[src/rtl/core/swmf_pkg.sv]
package swmf_pkg;

  localparam int WINDOW_SIZE = 8;
  localparam int AGE_W       = (WINDOW_SIZE > 1) ? $clog2(WINDOW_SIZE) : 1;
  localparam int MID_HI      = WINDOW_SIZE / 2;
  localparam int MID_LO      = (WINDOW_SIZE > 1) ? (WINDOW_SIZE / 2 - 1) : 0;
  localparam bit WIN_EVEN    = (WINDOW_SIZE % 2) == 0;

  localparam logic [AGE_W-1:0] AGE_MAX = AGE_W'(WINDOW_SIZE - 1);

  typedef logic signed [31:0] sample_t;
  typedef logic [AGE_W-1:0]   age_t;

  // one window entry as it travels between neighbor cells
  typedef struct packed {
    sample_t val;
    age_t    age;
  } entry_t;

endpackage

[src/rtl/core/swmf_cell.sv]
module swmf_cell
  import swmf_pkg::*;
(
  input  logic    clk,
  input  logic    rst_n,
  input  logic    load,
  input  logic    is_last,
  input  age_t    init_age,
  input  sample_t new_sample,
  input  logic    gone_in,
  input  entry_t  right_entry,
  input  entry_t  left_comp,
  input  logic    left_gt,
  output logic    gone_out,
  output entry_t  comp,
  output logic    comp_gt,
  output entry_t  entry,
  output logic    is_oldest
);

  entry_t entry_r;
  entry_t entry_nxt;
  logic   le;

  assign is_oldest = (entry_r.age == AGE_MAX);
  assign gone_out  = gone_in | is_oldest;

  // window with the oldest entry squeezed out
  assign comp    = gone_out ? right_entry : entry_r;
  assign comp_gt = comp.val > new_sample;
  assign le      = !is_last && !comp_gt;

  always_comb begin
    priority if (le) begin
      entry_nxt.val = comp.val;
      entry_nxt.age = comp.age + 1'b1;
    end else if (left_gt) begin
      entry_nxt.val = left_comp.val;
      entry_nxt.age = left_comp.age + 1'b1;
    end else begin
      entry_nxt.val = new_sample;
      entry_nxt.age = '0;
    end
  end

  always_ff @(posedge clk) begin
    if (!rst_n) begin
      entry_r.val <= '0;
      entry_r.age <= init_age;
    end else if (load) begin
      entry_r <= entry_nxt;
    end
  end

  assign entry = entry_r;

endmodule

[src/rtl/core/sliding_window_median_filter_unit.sv]
// Running median over the last WINDOW_SIZE signed 32-bit samples, window all zero after
// reset. The window is held sorted in a row of cells; each cell knows its entry's age, so a
// new word drops the oldest entry and slides into place as it is accepted. The median (middle
// entry, or the mean of the middle pair truncated toward zero) is then loaded into the output
// register once it is free, and new words stall while it is pending. A result waiting in the
// output register does not block the next insert.
module sliding_window_median_filter_unit
  import swmf_pkg::*;
(
  input  logic    clk,
  input  logic    rst_n,
  input  logic    in_valid,
  output logic    in_stall,
  input  sample_t in_sample,
  output logic    out_valid,
  input  logic    out_stall,
  output sample_t out_median_value
);

  logic   accept;
  logic   pend_r;
  logic   out_valid_r;
  logic   out_free;
  sample_t median_r;
  sample_t median_nxt;

  logic   gone  [WINDOW_SIZE+1];
  logic   gt    [WINDOW_SIZE+1];
  entry_t comps [WINDOW_SIZE+1];
  entry_t ents  [WINDOW_SIZE+1];
  logic [WINDOW_SIZE-1:0] oldest;

  assign out_free = !out_valid_r || !out_stall;
  // the window holds a pending median until the output register frees up
  assign in_stall = pend_r;
  assign accept   = in_valid && !in_stall;

  assign gone[0]           = 1'b0;
  assign gt[0]             = 1'b0;
  assign comps[0]          = '0;
  assign ents[WINDOW_SIZE] = '0;

  for (genvar i = 0; i < WINDOW_SIZE; i++) begin : g_cell
    swmf_cell u_cell (
      .clk         (clk),
      .rst_n       (rst_n),
      .load        (accept),
      .is_last     (i == WINDOW_SIZE - 1),
      .init_age    (AGE_W'(i)),
      .new_sample  (in_sample),
      .gone_in     (gone[i]),
      .right_entry (ents[i+1]),
      .left_comp   (comps[i]),
      .left_gt     (gt[i]),
      .gone_out    (gone[i+1]),
      .comp        (comps[i+1]),
      .comp_gt     (gt[i+1]),
      .entry       (ents[i]),
      .is_oldest   (oldest[i])
    );
  end

  if (WIN_EVEN) begin : g_even
    logic signed [32:0] pair_sum;
    logic signed [32:0] pair_adj;
    assign pair_sum   = 33'(ents[MID_LO].val) + 33'(ents[MID_HI].val);
    // round toward zero for negative sums
    assign pair_adj   = pair_sum + {32'd0, pair_sum[32]};
    assign median_nxt = pair_adj[32:1];
  end else begin : g_odd
    assign median_nxt = ents[MID_HI].val;
  end

  always_ff @(posedge clk) begin
    if (!rst_n) begin
      pend_r      <= 1'b0;
      out_valid_r <= 1'b0;
    end else begin
      if (accept) begin
        pend_r <= 1'b1;
      end else if (pend_r && out_free) begin
        pend_r <= 1'b0;
      end
      if (pend_r && out_free) begin
        out_valid_r <= 1'b1;
      end else if (!out_stall) begin
        out_valid_r <= 1'b0;
      end
    end
  end

  always_ff @(posedge clk) begin
    if (pend_r && out_free) begin
      median_r <= median_nxt;
    end
  end

  assign out_valid        = out_valid_r;
  assign out_median_value = median_r;

`ifndef SYNTHESIS
  a_one_oldest: assert property (@(posedge clk) disable iff (!rst_n)
    $countones(oldest) == 1)
    else $error("window must hold exactly one oldest entry");

  a_pend_after_accept: assert property (@(posedge clk) disable iff (!rst_n)
    accept |=> pend_r && !accept)
    else $error("accepted word not pending for output");

  a_mid_sorted: assert property (@(posedge clk) disable iff (!rst_n)
    ents[MID_LO].val <= ents[MID_HI].val)
    else $error("middle entries out of order");
`endif

endmodule
[config.mk]
export PLATFORM = sky130hd
export DESIGN_NAME = sliding_window_median_filter_unit
export DESIGN_NICKNAME = d
export VERILOG_FILES = /design/src/rtl/core/swmf_pkg.sv /design/src/rtl/core/swmf_cell.sv /design/src/rtl/core/sliding_window_median_filter_unit.sv
export SDC_FILE = /design/constraint.sdc
export NUM_CORES = 1
export LEC_CHECK = 0
export ABC_AREA = 1
export BUFFER_PORTS_ARGS = -buffer_cell sky130_fd_sc_hd__buf_2
export CAP_MARGIN = 30
export CORE_ASPECT_RATIO = 0.75
export CORE_MARGIN = 2
export CORE_UTILIZATION = 55
export CTS_BUF_LIST = sky130_fd_sc_hd__clkbuf_8
export DETAILED_ROUTE_END_ITERATION = 8
export PLACE_DENSITY = 0.79
export SLEW_MARGIN = 20
export SYNTH_ARGS = -nofsm -noshare
export SYNTH_HDL_FRONTEND = slang
export SYNTH_HIERARCHICAL = 1
export SYNTH_SLANG_ARGS = --single-unit
[constraint.sdc]
create_clock -name clk -period 7.9 [get_ports clk]
set_input_delay 0 -clock clk [delete_from_list [all_inputs] [get_ports clk]]
set_output_delay 0 -clock clk [all_outputs]
set_load 0.1 [all_outputs]
After elaboration in Yosys (flattened, before gate mapping)
Cells that the tools add are included.
{"block": "classes", "addsub": 9, "n_mul": 0, "n_div": 0, "order_cmp": 7, "eq_ne": 8, "shift": 0, "n_mux": 25, "n_bitwise": 6, "reduce_logical": 7}
{"operator": "$mux W35", "n": 21}
{"operator": "$gt A32 B32 Y1", "n": 7}
{"operator": "$add A32 B32 Y33", "n": 1}
{"operator": "$add A33 B1 Y33", "n": 1}
{"operator": "$add A3 B1 Y3 const B", "n": 7}
{"operator": "$eq A3 B3 Y1 const B", "n": 7}
{"operator": "$or A1 B1 Y1", "n": 6}
{"operator": "$mux W1", "n": 4}
{"operator": "$logic_not A1 Y1", "n": 3}
{"operator": "$logic_and A1 B1 Y1", "n": 2}
{"operator": "$ne A2 B1 Y1 const B", "n": 1}
{"operator": "$reduce_bool A2 Y1", "n": 1}
{"operator": "$logic_or A1 B1 Y1", "n": 1}
{"block": "totals", "reg_bits": 314, "latchBits": 0, "mem_bits_rw": 0, "rom_bits": 0, "in_bits": 36, "output_inout_bits": 34, "wordCells": 81, "mem_count": 0}

Depth between registers and ports, before layout
{"block": "depth", "depth_word": 10, "depth_mapped": 48, "ltp_nobuf": 31}

Hierarchy
Netlist, hierarchy kept.
{"mod": "swmf_cell at g_cell[1].u_cell ...", "n_inst": 6, "cells_each": 604, "area_each_um2": 3768.6, "seq_area_each_um2": 730.7}
{"mod": "sliding_window_median_filter_unit", "n_inst": 1, "cells_each": 878, "area_each_um2": 5205.0, "seq_area_each_um2": 1001.0}
{"mod": "swmf_cell at g_cell[0].u_cell", "n_inst": 1, "cells_each": 603, "area_each_um2": 3773.6, "seq_area_each_um2": 730.7}
{"mod": "swmf_cell at g_cell[7].u_cell", "n_inst": 1, "cells_each": 607, "area_each_um2": 3475.8, "seq_area_each_um2": 730.7}

Least setup slack after synthesis
No wires, ideal clock.
{"block": "synth_path", "path_kind": "register -> register", "startpoint": "register g_cell[0].u_cell.entry_r, in the netlist g_cell[0].u_cell/entry[2]", "endpoint": "register g_cell[7].u_cell.entry_r, in the netlist g_cell[7].u_cell/entry[18]", "setup_ps": 114, "arrival_ps": 6543, "required_ps": 7786, "path_slack_ps": 1243, "stages_incl_launch_ff": 43, "n_path_buf": 17, "period_less_slack_ps": 6657, "cell_sequence": "edfxtp_1 > inv_2 > nor3_2 > or2_1 > buf_4 > buf_2 > or2_1 > buf_4 > buf_2 > or2_1 > buf_4 > buf_2 > or2_1 > buf_4 > buf_2 > or2_1 > buf_4 > buf_2 > [7 not listed] > ha_1 > a21oi_1 > nor2_1 > nor2_1 > nand3_1 > nor2_1 > nand2_2 > nand2_2 > nand3_4 > buf_4 > inv_1 > clkbuf_1 > buf_1 > nor2_1 > a21oi_1 > nand2_1 > nand3_1 > nand2_1"}
{"element": "from (decl)", "line": "swmf_cell.sv:21", "rtl": "entry_t entry_r;"}
{"element": "from (signal assigned)", "line": "swmf_cell.sv:51", "rtl": "entry_r <= entry_nxt;"}
{"element": "to (signal assigned)", "line": "swmf_cell.sv:51"}
{"element": "to (decl)", "line": "swmf_cell.sv:21"}

==> impl_metrics.json <==
{
  "h-tree-depth": 2,
  "drv_cap": 0,
  "place_hpwl_um": 85000,
  "syn-instance-count": 5710,
  "clock_skew_ns": 0.0485,
  "cts_buffers": 57,
  "cp-start-kind": "register",
  "hold_slack_ns": 0.00557,
  "start_util_pct": 55.3,
  "status": "finished, final reports clean",
  "hold_class": "in -> reg",
  "clock_path_buffers": 3,
  "p_total_mw": 7.84,
  "grt_pass1_vias": 33532,
  "p_per_area_mw_per_mm2": 212,
  "syn-cell-area_mm2": 0.0351,
  "place.gp.congestion": 1.03,
  "grt-ovfl-total": 0,
  "final.period_utilization_pct": 89.3,
  "dp_cells": 6538,
  "fin_setup_tns_ns": 0,
  "antenna_found_initial": 4,
  "cts_tree": "yes",
  "num_vias": 36358,
  "die_w_um": 296,
  "slew_viol_final": 0,
  "relSlewSlack_pct": 27.8,
  "clock_latency_ns": 0.72,
  "cts-root-buf": "clkbuf_8",
  "vdd_drop_max_mv": 0.198,
  "die_area_mm2": 0.0658,
  "dr.pass1.iters": 9,
  "syn_avg_cell_area_um2": 6.14,
  "syn_to_final_growth_pct": 5.66,
  "max_stage_delay_ns": 0.81,
  "grt_pass1_wl_um": 180000,
  "setup_violations": 0,
  "ff2ff_setup_slack_ns": 0.85,
  "die_h_um": 223,
  "power_leakage_nw": 19.3,
  "wl_per_cell_um": 17.5,
  "final_cells": 6669,
  "cp_data_required_time_ns": 8.49,
  "arrival_ns": 7.64,
  "viasPerCell": 5.45,
  "grt.total_usage_pct": 34.8,
  "rsz0062_at_grt": "no",
  "coreArea_mm2": 0.0634,
  "num_rows": 80,
  "clock-sinks": 314,
  "drive_above_1_share_pct": 14.3,
  "crit_top_cell": "nand2_1",
  "antenna_left": 0,
  "nNetsFinal": 6100,
  "drtIter0Drc": 4017,
  "clk_pin_slew_ns": 0.07,
  "grt_max_degree": 72,
  "max_freq_mhz": 142,
  "min_period_ns": 7.05,
  "path_class": "reg -> reg",
  "port_buffers": 69,
  "worstPathMaxFanout": 71,
  "hold_viol": 0,
  "postCtsSetupBuffers": 0,
  "boundaryPins": 70,
  "wl_um": 116000,
  "yosysWarnings": 6,
  "critPathSlowestCell": "o21ai_0",
  "cp-end-kind": "register",
  "worst_pin_slew_ns": 1.07,
  "remaining_drc_errors": 0
}
[power by group]
group	total [mW]	internal, mW	switching (mW)
Sequential	2.11	1.87	0.235
Combinational	3.95	1.18	2.78
Clock	1.78	0.945	0.835
Total	7.84	4.00	3.85
[final timing paths]
kind,startpoint,to,depth (start not counted)
max,g_cell[0].u_cell/entry[2]$_DFFE_PP_,g_cell[5].u_cell/entry[26]$_SDFFE_PN0P_,30
min,in_sample[11],g_cell[7].u_cell/entry[14]$_SDFFE_PN0P_,7
max reg2reg,g_cell[0].u_cell/entry[2]$_DFFE_PP_,g_cell[5].u_cell/entry[26]$_SDFFE_PN0P_,30
min reg2reg,g_cell[0].u_cell/entry[5]$_SDFFE_PN0P_,g_cell[0].u_cell/entry[5]$_SDFFE_PN0P_,2
[worst max-delay path, delay by kind of cell (launching register included)]
kind | cells | cell delay [ns]
AND/OR/NAND/NOR | 22 | 3.60
buffers and inverters | 5 | 1.44
AO/OA/AOI/OAI | 2 | 0.99
adder cells (fa/ha/maj) | 1 | 0.40
flip-flops | 1 | 0.37
[per-stage QoR]
stage	util (%)	setup slack (ns)	instance area, um2
after floorplan	-	1.24	35500
after global routing	58.5	0.458	37000
after global placement	56.0	1.04	35500
after CTS	58.3	1.05	37000
after detailed placement	56.1	1.06	35500
final	58.5	0.848	37000
[cells in the final DEF (no fill, tap or decap), types with 31 or more instances in the layout]
master,count
nand2_1,1530
inv_1,1066
nand3_1,450
nor2_1,398
a21oi_1,359
ha_1,306
nand2_2,279
o21ai_0,272
dfxtp_1,258
nand3_2,205
conb_1,107
clkbuf_8,71
buf_2,69
edfxtp_1,56
nor2_2,44
nand4_1,32
buf_4,31
[cell type report]
type	instances	area [um2]
Antenna cell	2	5.00
Timing Repair Buffer	123	863
Clock inverter	37	273
Tap cell	861	1080
Fill cell	6338	26300
Sequential cell	314	6850
Clock buffer	71	977
Multi-Input combinational cell	4168	22900
Inverter	1093	4100
[timing repair]
action,4_1_cts,5_1_grt
hold buffers,16,0
resized for setup,0,0
endpoints found under the setup margin,0,0
endpoints found under the hold margin,50,0
[sequential cells by signal, summed over array words and instances, names as in the netlist]
signal,count
g_cell.u_cell/entry,280
out_median_value,32
in_stall,1
out_valid,1
[metal layers]
metal	global-route usage [%]	routed length, um
met1	44.5	47500
met4	16.5	6250
met3	11.1	13900
met2	52.7	48800
met5	0	0
Note: power is estimated with default switching activity, not from simulation.
